File: src/rtl/core/ptc_pkg.sv
// ----------------------------------------------------------------------------
// ptc_pkg
// Shared types and constants of the power trend congestion window control.
// ----------------------------------------------------------------------------
package ptc_pkg;

	localparam int WIN_W     = 32;
	localparam int SEG_W     = 16;
	localparam int DRAW_W    = 4;
	localparam int ACT_W     = 2;
	localparam int ACK_W     = 2;
	localparam int DLT_W     = WIN_W + SEG_W;
	localparam int SER_STEPS = WIN_W;
	localparam int CNT_W     = $clog2(SER_STEPS);

	localparam logic [SEG_W-1:0]  SEG_RESET   = 16'd536;
	localparam logic [SEG_W-1:0]  STEP_DIV    = 16'd5;
	localparam logic [DRAW_W-1:0] EXPLORE_MAX = 4'd8;
	localparam logic [ACK_W-1:0]  ACKS_FULL   = 2'd2;

	typedef enum logic [ACT_W-1:0] {
		ACT_NONE = 2'd0,
		ACT_INC  = 2'd1,
		ACT_DEC  = 2'd2
	} action_t;

	typedef enum logic [3:0] {
		S_IDLE,
		S_CHECK,
		S_SEG,
		S_LD2,
		S_STP,
		S_LD3,
		S_DLT,
		S_FIN,
		S_EMIT
	} state_t;

	typedef struct packed {
		logic load;
		logic step;
	} unit_ctl_t;

endpackage

File: src/rtl/core/ptc_div.sv
// ----------------------------------------------------------------------------
// ptc_div
// Bit-serial restoring divider, one quotient bit per step.
// ----------------------------------------------------------------------------
module ptc_div
	import ptc_pkg::*;
(
	input  logic             clk,
	input  unit_ctl_t        ctl,
	input  logic [WIN_W-1:0] dividend,
	input  logic [SEG_W-1:0] divisor,
	output logic [WIN_W-1:0] quotient
);

	logic [WIN_W-1:0] q_q;
	logic [SEG_W-1:0] r_q;
	logic [SEG_W-1:0] d_q;
	logic [SEG_W:0]   trial;
	logic [SEG_W:0]   diff;
	logic             fits;

	always_comb begin
		trial = {r_q, q_q[WIN_W-1]};
		diff  = trial - {1'b0, d_q};
		fits  = trial >= {1'b0, d_q};
	end

	always_ff @(posedge clk) begin
		if (ctl.load) begin
			q_q <= dividend;
			r_q <= '0;
			d_q <= divisor;
		end else if (ctl.step) begin
			q_q <= {q_q[WIN_W-2:0], fits};
			r_q <= fits ? diff[SEG_W-1:0] : trial[SEG_W-1:0];
		end
	end

	assign quotient = q_q;

endmodule

File: src/rtl/core/ptc_mul.sv
// ----------------------------------------------------------------------------
// ptc_mul
// Shift-add multiplier, one multiplier bit per step, B_W steps per product.
// ----------------------------------------------------------------------------
module ptc_mul
	import ptc_pkg::*;
#(
	parameter int A_W = 48,
	parameter int B_W = 32
) (
	input  logic               clk,
	input  unit_ctl_t          ctl,
	input  logic [A_W-1:0]     a,
	input  logic [B_W-1:0]     b,
	output logic [A_W+B_W-1:0] prod
);

	logic [A_W-1:0]     a_q;
	logic [A_W+B_W-1:0] p_q;
	logic [A_W:0]       sum;

	always_comb begin
		sum = {1'b0, p_q[A_W+B_W-1:B_W]} + (p_q[0] ? {1'b0, a_q} : '0);
	end

	always_ff @(posedge clk) begin
		if (ctl.load) begin
			a_q <= a;
			p_q <= {{A_W{1'b0}}, b};
		end else if (ctl.step) begin
			p_q <= {sum, p_q[B_W-1:1]};
		end
	end

	assign prod = p_q;

endmodule

File: src/rtl/core/power_trend_cwnd_control.sv
// ----------------------------------------------------------------------------
// power_trend_cwnd_control
// Power trend congestion window control: per ACK word, keep the window until
// the deadline, else grow or shrink it a fifth on the trend of segments/rtt^2.
// ----------------------------------------------------------------------------
// Words: one at a time; in_stall is low only in idle, until a word is taken.
// Rounds: the serial divider and the two shift-add multipliers take 32 steps
//   per round; all three step in rounds one and two, only one multiplier in
//   the third. Reset: arst_n clears control, deadline and prior segments,
//   sets prior rtt to all ones and segment size to 536.
module power_trend_cwnd_control
	import ptc_pkg::*;
#(
	parameter int TIME_BITS = 48,
	parameter int RTT_BITS  = 24
) (
	input  logic                 clk,
	input  logic                 arst_n,
	input  logic                 cfg_valid,
	output logic                 cfg_ready,
	input  logic [SEG_W-1:0]     segment_bytes,
	input  logic                 in_valid,
	output logic                 in_stall,
	input  logic [WIN_W-1:0]     window_bytes,
	input  logic [RTT_BITS-1:0]  rtt_us,
	input  logic [TIME_BITS-1:0] now_us,
	input  logic [DRAW_W-1:0]    explore_draw,
	output logic                 out_valid,
	input  logic                 out_stall,
	output logic [WIN_W-1:0]     new_window_bytes,
	output logic [ACT_W-1:0]     action
);

	localparam int SQ_W   = 2 * RTT_BITS;
	localparam int PROD_W = SQ_W + WIN_W;

	state_t state_q, state_d;
	logic [CNT_W-1:0]     cnt_q;
	logic [SEG_W-1:0]     sb_q;
	logic [ACK_W-1:0]     ack_q;
	logic [TIME_BITS-1:0] dl_q;
	logic                 dl_valid_q;
	logic [WIN_W-1:0]     prior_seg_q;
	logic [RTT_BITS-1:0]  prior_rtt_q;
	logic [WIN_W-1:0]     win_q;
	logic [RTT_BITS-1:0]  rtt_q;
	logic [TIME_BITS-1:0] now_q;
	logic [DRAW_W-1:0]    draw_q;
	logic [WIN_W-1:0]     seg_q;
	logic                 rose_q;
	logic [WIN_W-1:0]     res_win_q;
	action_t              res_act_q;
	logic                 out_valid_q;
	logic [WIN_W-1:0]     out_win_q;
	action_t              out_act_q;

	logic [SEG_W-1:0]  sbx;
	logic              upd;
	logic              last;
	logic              out_free;
	logic              in_acc;
	unit_ctl_t         div_ctl, mul0_ctl, mul1_ctl;
	logic [WIN_W-1:0]  div_num;
	logic [SEG_W-1:0]  div_den;
	logic [WIN_W-1:0]  quo;
	logic [SQ_W-1:0]   mul0_a, mul1_a;
	logic [WIN_W-1:0]  mul0_b, mul1_b;
	logic [PROD_W-1:0] prod0, prod1;
	logic [DLT_W-1:0]  delta;
	logic [DLT_W:0]    sum;
	logic [DLT_W-1:0]  diff;
	logic              grow;
	logic [WIN_W-1:0]  fin_win;
	action_t           fin_act;

	assign sbx      = (sb_q == '0) ? SEG_W'(1) : sb_q;
	assign upd      = !dl_valid_q || (dl_q < now_q);
	assign last     = cnt_q == CNT_W'(SER_STEPS - 1);
	assign out_free = !out_valid_q || !out_stall;
	assign in_acc   = in_valid && !in_stall;

	// next state
	always_comb begin
		state_d = state_q;
		unique case (state_q)
			S_IDLE:  if (in_valid) state_d = S_CHECK;
			S_CHECK: state_d = upd ? S_SEG : S_EMIT;
			S_SEG:   if (last) state_d = S_LD2;
			S_LD2:   state_d = S_STP;
			S_STP:   if (last) state_d = S_LD3;
			S_LD3:   state_d = S_DLT;
			S_DLT:   if (last) state_d = S_FIN;
			S_FIN:   state_d = S_EMIT;
			S_EMIT:  if (out_free) state_d = S_IDLE;
			default: state_d = S_IDLE;
		endcase
	end

	// control outputs
	always_comb begin
		in_stall      = 1'b1;
		cfg_ready     = 1'b0;
		div_ctl       = '0;
		mul0_ctl      = '0;
		mul1_ctl      = '0;
		unique case (state_q)
			S_IDLE: begin
				in_stall  = 1'b0;
				cfg_ready = 1'b1;
			end
			S_CHECK: begin
				div_ctl.load  = upd;
				mul0_ctl.load = upd;
				mul1_ctl.load = upd;
			end
			S_SEG, S_STP: begin
				div_ctl.step  = 1'b1;
				mul0_ctl.step = 1'b1;
				mul1_ctl.step = 1'b1;
			end
			S_LD2: begin
				div_ctl.load  = 1'b1;
				mul0_ctl.load = 1'b1;
				mul1_ctl.load = 1'b1;
			end
			S_LD3:   mul0_ctl.load = 1'b1;
			S_DLT:   mul0_ctl.step = 1'b1;
			default: ;
		endcase
	end

	// operand selection
	always_comb begin
		div_num = win_q;
		div_den = sbx;
		mul0_a  = SQ_W'(prior_rtt_q);
		mul0_b  = WIN_W'(prior_rtt_q);
		mul1_a  = SQ_W'(rtt_q);
		mul1_b  = WIN_W'(rtt_q);
		unique case (state_q)
			S_LD2: begin
				div_num = quo;
				div_den = STEP_DIV;
				mul0_a  = prod0[SQ_W-1:0];
				mul0_b  = quo;
				mul1_a  = prod1[SQ_W-1:0];
				mul1_b  = prior_seg_q;
			end
			S_LD3: begin
				mul0_a = SQ_W'((quo == '0) ? WIN_W'(1) : quo);
				mul0_b = WIN_W'(sbx);
			end
			default: ;
		endcase
	end

	ptc_div u_div (
		.clk      (clk),
		.ctl      (div_ctl),
		.dividend (div_num),
		.divisor  (div_den),
		.quotient (quo)
	);

	ptc_mul #(
		.A_W (SQ_W),
		.B_W (WIN_W)
	) u_mul0 (
		.clk  (clk),
		.ctl  (mul0_ctl),
		.a    (mul0_a),
		.b    (mul0_b),
		.prod (prod0)
	);

	ptc_mul #(
		.A_W (SQ_W),
		.B_W (WIN_W)
	) u_mul1 (
		.clk  (clk),
		.ctl  (mul1_ctl),
		.a    (mul1_a),
		.b    (mul1_b),
		.prod (prod1)
	);

	// window update
	always_comb begin
		delta = prod0[DLT_W-1:0];
		sum   = {1'b0, DLT_W'(win_q)} + {1'b0, delta};
		diff  = DLT_W'(win_q) - delta;
		grow  = rose_q && (draw_q <= EXPLORE_MAX);
		if (grow) begin
			fin_act = ACT_INC;
			fin_win = (sum[DLT_W:WIN_W] != '0) ? '1 : sum[WIN_W-1:0];
		end else begin
			fin_act = ACT_DEC;
			if ((delta > DLT_W'(win_q)) || (diff < DLT_W'(sbx)))
				fin_win = WIN_W'(sbx);
			else
				fin_win = diff[WIN_W-1:0];
		end
	end

	always_ff @(posedge clk or negedge arst_n) begin
		if (!arst_n) begin
			state_q     <= S_IDLE;
			cnt_q       <= '0;
			sb_q        <= SEG_RESET;
			ack_q       <= '0;
			dl_q        <= '0;
			dl_valid_q  <= 1'b0;
			prior_seg_q <= '0;
			prior_rtt_q <= '1;
			out_valid_q <= 1'b0;
		end else begin
			state_q <= state_d;
			if (state_q == S_SEG || state_q == S_STP || state_q == S_DLT)
				cnt_q <= cnt_q + CNT_W'(1);
			else
				cnt_q <= '0;
			if (cfg_valid && cfg_ready)
				sb_q <= segment_bytes;
			if (in_acc && ack_q != ACKS_FULL)
				ack_q <= ack_q + ACK_W'(1);
			if (state_q == S_FIN) begin
				dl_q        <= now_q + TIME_BITS'({rtt_q, 1'b0});
				dl_valid_q  <= 1'b1;
				prior_seg_q <= seg_q;
				prior_rtt_q <= rtt_q;
			end
			if (state_q == S_EMIT && out_free)
				out_valid_q <= 1'b1;
			else if (!out_stall)
				out_valid_q <= 1'b0;
		end
	end

	always_ff @(posedge clk) begin
		if (in_acc) begin
			win_q  <= window_bytes;
			rtt_q  <= (rtt_us == '0) ? RTT_BITS'(1) : rtt_us;
			now_q  <= now_us;
			draw_q <= explore_draw;
		end
		if (state_q == S_CHECK && !upd) begin
			res_win_q <= win_q;
			res_act_q <= ACT_NONE;
		end
		if (state_q == S_LD2)
			seg_q <= quo;
		if (state_q == S_LD3)
			rose_q <= (ack_q == ACKS_FULL) && (prior_seg_q != '0) && (prod0 > prod1);
		if (state_q == S_FIN) begin
			res_win_q <= fin_win;
			res_act_q <= fin_act;
		end
		if (state_q == S_EMIT && out_free) begin
			out_win_q <= res_win_q;
			out_act_q <= res_act_q;
		end
	end

	assign out_valid        = out_valid_q;
	assign new_window_bytes = out_win_q;
	assign action           = out_act_q;

endmodule

File: config.mk
export PLATFORM = sky130hd
export DESIGN_NAME = power_trend_cwnd_control
export DESIGN_NICKNAME = d
export VERILOG_FILES = /design/src/rtl/core/ptc_pkg.sv /design/src/rtl/core/ptc_div.sv /design/src/rtl/core/ptc_mul.sv /design/src/rtl/core/power_trend_cwnd_control.sv
export SDC_FILE = /design/constraint.sdc
export NUM_CORES = 2
export LEC_CHECK = 0
export BUFFER_PORTS_ARGS = -buffer_cell sky130_fd_sc_hd__buf_4
export CAP_MARGIN = 0
export CELL_PAD_IN_SITES_DETAIL_PLACEMENT = 0
export CELL_PAD_IN_SITES_GLOBAL_PLACEMENT = 1
export CORE_AREA = 2 2 325 327
export DETAILED_ROUTE_END_ITERATION = 7
export DIE_AREA = 0 0 327 329
export GPL_TIMING_DRIVEN = 0
export PLACE_DENSITY = 0.78
export SETUP_SLACK_MARGIN = 0.4
export SLEW_MARGIN = 5
export SYNTH_ARGS = -nofsm -noshare
export SYNTH_HDL_FRONTEND = slang
export SYNTH_SLANG_ARGS = --single-unit
File: constraint.sdc
create_clock -name clk -period 10.6 [get_ports clk]
set_input_delay 1.59 -clock clk [delete_from_list [all_inputs] [get_ports clk]]
set_output_delay 1.59 -clock clk [all_outputs]
set_load 0.01 [all_outputs]
# Yosys cells after proc, flatten, opt, wreduce, memory -nomap -nowiden
# Index checks and enable logic that the tools add are counted.
# classes
n_eq_ne,18
muxes,40
n_addsub,8
order_cmp,6
reduce_logical,31
# ops
cell,count
2-to-1 mux 32 bit,14
adder 48 x 48 -> 49 bit,2
2-to-1 mux 48 bit,2
one-hot mux 48 bit (2 select lines),1
> comparator 80 bit,1
one-hot mux 32 bit (2 select lines),1
adder 32 x 48 -> 49 bit,1
adder 48 x 25 -> 48 bit,1
> comparator 48 x 32 -> 1 bit,1
less-than comparator 48 x 16 -> 1 bit,1
less-than comparator 48 bit,1
subtractor 32 x 48 -> 48 bit,1
one-hot mux 4 bit (9 select lines),1
logical NOT 32 bit,1
2-to-1 mux 16 bit,2
nonzero test 32 bit,1
logical NOT 24 bit,1
2-to-1 mux 24 bit,1
2-to-1 mux 4 bit,6
>= comparator 17 x 16 -> 1 bit,1
nonzero test 17 bit,1
equality test 4 x 3 -> 1 bit (second input constant),4
logical NOT 16 bit,1
subtractor 16 bit,1
other kinds (23),55
# totals
input_bits,129
regBits,662
output_inout_bits,37
word_cells,132

# Longest topological paths before layout
# depth
ltp_word,7
ltp_mapped,25
ltp_nobuf,22

# Modules after synthesis
# From an unflattened synthesis, not the netlist that was laid out.
# hier_totals
hier_cells,4576
hier_area_um2,42881.1
# modules_own_cells
module,seq_area_each_um2,n_inst,area_per_inst_um2,cells_each
power_trend_cwnd_control,9638.0,1,24471.0,2811
ptc_mul (u_mul0),3363.2,1,7463.4,734
ptc_mul (u_mul1),3363.2,1,7449.6,725
ptc_div,1761.7,1,3497.1,306

# Least setup slack after synthesis
# No wires, ideal clock.
# synth_timing
path_kind,register to register
startpoint,register now_q[25]
endpoint,register u_div.d_q[0] (enable)
setup_ns,0.453
stages_incl_launch_ff,15
path_buffers,3
slack_ns,5.260
t_arrival_ns,4.887
synth_period_minus_slack_ns,5.340
required_time_ns,10.147
path_cell_list,edfxtp_1 -> inv_1 -> ha_1 -> a21o_1 -> a21o_1 -> a21o_1 -> a21o_1 -> a221oi_1 -> o21a_1 -> o221ai_1 -> a22o_1 -> o21ai_0 -> clkbuf_1 -> clkbuf_1 -> buf_1
# synth_rtl
item,line,source
start: declaration,power_trend_cwnd_control.sv:47,logic [TIME_BITS-1:0] now_q;
start signal: assignment,power_trend_cwnd_control.sv:243,now_q <= now_us;
end signal: assignment,ptc_div.sv:32,d_q <= divisor;
end: declaration,ptc_div.sv:17,logic [SEG_W-1:0] d_q;

# Worst setup path in the final report
# layout_timing
startpoint,register u_mul0.p_q[0] (netlist: u_mul0.prod[0])
endpoint,register res_win_q[4] (data pin)
# layout_via
elab_chain_cells,6
word_cells_on_any_way,10
classes_between,add/sub: 2; order compare: 2; mux: 4; reduce/logical: 2
# layout_lines
item,line,source
start: declaration,ptc_mul.sv:19,logic [A_W+B_W-1:0] p_q;
start signal: assignment,ptc_mul.sv:29,"p_q <= {{A_W{1'b0}}, b};"
start signal: assignment,ptc_mul.sv:31,"p_q <= {sum, p_q[B_W-1:1]};"
subtractor 32 x 48 -> 48 bit,power_trend_cwnd_control.sv:191,diff = DLT_W'(win_q) - delta;
less-than comparator 48 x 16 -> 1 bit,power_trend_cwnd_control.sv:198,if ((delta > DLT_W'(win_q)) || (diff < DLT_W'(sbx)))
logical OR 1 bit,power_trend_cwnd_control.sv:198,
2-to-1 mux 32 bit,power_trend_cwnd_control.sv:198,
2-to-1 mux 32 bit *,power_trend_cwnd_control.sv:193,if (grow) begin
2-to-1 mux 32 bit *,power_trend_cwnd_control.sv:254,if (state_q == S_FIN) begin
end signal: assignment,power_trend_cwnd_control.sv:247,res_win_q <= win_q;
end signal: assignment,power_trend_cwnd_control.sv:255,res_win_q <= fin_win;
end: declaration,power_trend_cwnd_control.sv:51,logic [WIN_W-1:0] res_win_q;
# Mark *: on every way between the ends. The rest lies on a longest branch, timed or not.
# A chain may end at the register's enable or synchronous reset.

==> reports/qor.yml <==
dp_cells: 6069
cts_root_buf: "clkbuf_16"
wl_met3_um: 11110
path_clk_slew_ns: 0.06
peakVddDrop_v: 0.0002679
min_to: "new_window_bytes[20]"
viasPerCell: 5.631
drtAntennaViolNets: 0
final_util_pct: 45.28
timing.final.crit_share_pct: 69.90
synth_top_family_by_area: "simple AND/OR/NAND/NOR gates"
place_hpwl_um: 112100
ys_ff_latch: 662
synth_compound_area_share_pct: 17.28
wl_met2_um: 64470
yosys_warnings: 0
syn_to_final_growth_pct: 14.47
holdCritStartpoint: "res_win_q[20]"
synth_cell_types: 90
fin_setup_tns_ns: 0
required_ns: 11.12
cts_buffers: 74
synth.cell_area_um2: 41280
antenna_found_initial: 2
final_common_cell: "nand2_1"
ys_async_sr_fraction_pct: 20.09
io_pins: 166
worst_r2r_endpoint: "res_win_q[4]"
p_per_area_nw_per_um2: 353.7
gp_congestion: 0.9526
worst_pin_slew_ns: 1.208
worst_setup_path_end_kind: "register"
clock_skew_ns: 0.03235
insertion_delay_ns: 0.66
final_cells: 6206
finalPower_mw: 16.72
fin_nets: 5234
hold_buffers: 0
critPathKind: "reg2reg"
arrival_ns: 7.93
grt_overflow: 0
drt_iter0_drc: 3538
finalHoldViolations: 0
highest_layer: "met5"
grt.total_usage_pct: 26.11
die_area_um2: 107600
regToRegSetupSlack_ns: 3.19
avgSynthCellArea_um2: 9.167
synth_ff_type: "edfxtp_1"
synth_mux_area_share_pct: 1.103
synth_xor_area_share_pct: 4.201
cts_tree: "done"
grt_max_degree: 71
hold_depth: 0
rr_worst_depth: 21
wl_met1_um: 61140
routed_wl_um: 142100
ctsHtreeMaxLevel: 3
via_count: 34950
max_slew_margin_pct: 19.01
grt_pass1_vias: 33850
setup_viol: 0
firstDrtPassIters: 7
drv_slew: 0
startpoint_type: "register"
cts_buffer_depth: 3
cp_max_fo: 10
cap_violations: 0
period_needed_ns: 7.410
die_x_um: 327
io_buffer_count: 165
p_leak_nw: 19.95
coreArea_um2: 104400
r2r_start: "u_mul0.prod[0]"
rsz0062_at_grt: "false"
holdWs_ns: 0.4133
synth_fa_ha_area_share_pct: 10.75
grt_first_pass_wirelength_um: 212300
drc: 0
synth_edf_count: 417
synth_nets: 4983
cts.sinks: 662
row_count: 119
cts_resized: 0
hp-class: "reg2reg"
synth_seq_area_share_pct: 43.91
layout_common_cells: "nand2_1 (685), edfxtp_1 (417), a21oi_1 (356)"
routedWlPerCell_um: 22.90
fp.dieH_um: 329
status: "complete, no violations"
max_clock_freq_mhz: 135.0
synth_simple_gate_area_share_pct: 18.07
floorplan.initialDensity_pct: 39.55
layout-drive-gt1-share_pct: 8.351
post-cts-setup-buffers: 0
syn_inst: 4503
==> layer usage <==
metal / vias up / GRT usage, %
met5: - / 0
met4: 2 / 9.065
met3: 207 / 5.221
met2: 1331 / 42.14
met1: 16830 / 34.96
li1: 16570 / -
==> cells in the mapped netlist, drive strengths merged, types with 14 or more instances <==
cell type | number | area (um2)
ha | 345 | 4317
o22ai | 19 | 118.9
a21o | 111 | 833.3
a211o | 24 | 210.2
nor2 | 331 | 1250
or3 | 22 | 137.6
clkbuf | 177 | 664.4
a221o | 14 | 140.1
buf | 42 | 201.5
xor2 | 60 | 525.5
mux2 | 20 | 225.2
o21ai | 261 | 1306
o31ai | 14 | 118.9
a211oi | 48 | 360.4
and2 | 127 | 794.5
dfrtp | 106 | 2653
nand2b | 50 | 312.8
nand2 | 688 | 2585
inv | 281 | 1055
a22oi | 42 | 315.3
nor3 | 70 | 361.6
nand3 | 86 | 430.4
mux2i | 23 | 230.2
a31oi | 41 | 256.5
o211ai | 26 | 195.2
a21oi | 358 | 1792
xnor2 | 138 | 1209
nor4 | 56 | 356.6
nand4 | 69 | 431.7
dfstp | 27 | 709.4
nor2b | 43 | 269.0
or2 | 14 | 87.58
o21a | 30 | 225.2
dfxtp | 112 | 2242
and3 | 19 | 118.9
o21bai | 39 | 292.8
edfxtp | 417 | 12520
==> through the flow <==
step,worst slack (ns),cell area (um2)
floorplan,5.260,41280
global placement,2.575,44260
detailed placement,3.499,44540
CTS,3.434,47250
global route,2.953,47250
finish,3.190,47260
==> cell families after synthesis <==
| logic type | Yosys count |
|---|---|
| adder cells (fa/ha/maj) | 351 |
| XOR/XNOR | 198 |
| AO/OA/AOI/OAI | 1131 |
| AND/OR/NAND/NOR | 1614 |
| buffers and inverters | 504 |
| multiplexers | 43 |
| flip-flops | 662 |
==> critical path, cell delays in order, from the launching register on <==
cell and delay, ns:
edfxtp_1 0.71, ha_1 0.31, inv_1 0.07, fa_1 0.42
a211oi_1 0.23, o21bai_1 0.16, a211oi_1 0.97, xnor2_1 0.20
ha_1 0.36, a21o_1 0.18, a221o_1 0.34, a21oi_1 0.14
o21ai_0 0.30, a211oi_1 0.58, nor4bb_1 0.54, nand4_1 0.16
or4_1 0.49, buf_2 0.22, o21a_1 0.31, nor2_4 0.22
buf_6 0.19, a211o_1 0.16
==> registers in the layout (all words and copies together) (netlist names), 5 cells and up <==
register,cells
res_win_q,32
seg_q,32
new_window_bytes,32
prior_rtt_q,24
u_div.r_q,16
u_div.d_q,16
u_mul0.a_q,48
now_q,48
rtt_q,24
prior_seg_q,32
u_div.quotient,32
sb_q,16
u_mul1.prod,80
win_q,32
cnt_q,5
u_mul0.prod,80
dl_q,48
u_mul1.a_q,48
==> report_power, final <==
part           total, mW  internal [mW]  switching [mW]  leakage (nW)
registers           5.00           4.01           0.995          6.46
clock network       2.92           1.79            1.13          1.30
logic               8.80           3.20            5.60          12.2
total               16.7           8.99            7.73          20.0
==> cell type report <==
cell class,instances,area [um2]
antenna,1,2.502
buffer,219,869.6
clock buffer,92,1959
clock inverter,44,758.2
fill,10160,57120
inverter,285,1070
multi-input combinational,3337,21250
sequential,662,18130
tap,1391,1740
timing repair buffer,175,1480
==> worst max path at each step <==
stage | to | slack (ns) | startpoint | depth (start not counted)
CTS | res_win_q[4] | 3.43 | u_mul0.prod[0] | 21
floorplan | u_div.d_q[0] | 5.26 | now_q[25] | 14
global route | res_win_q[4] | 2.95 | u_mul0.prod[0] | 21
global placement | u_div.d_q[8] | 2.57 | now_q[41] | 13
detailed placement | res_win_q[4] | 3.50 | u_mul0.prod[0] | 21
finish | res_win_q[4] | 3.19 | u_mul0.prod[0] | 21
Power figures use the tool's default switching activity.
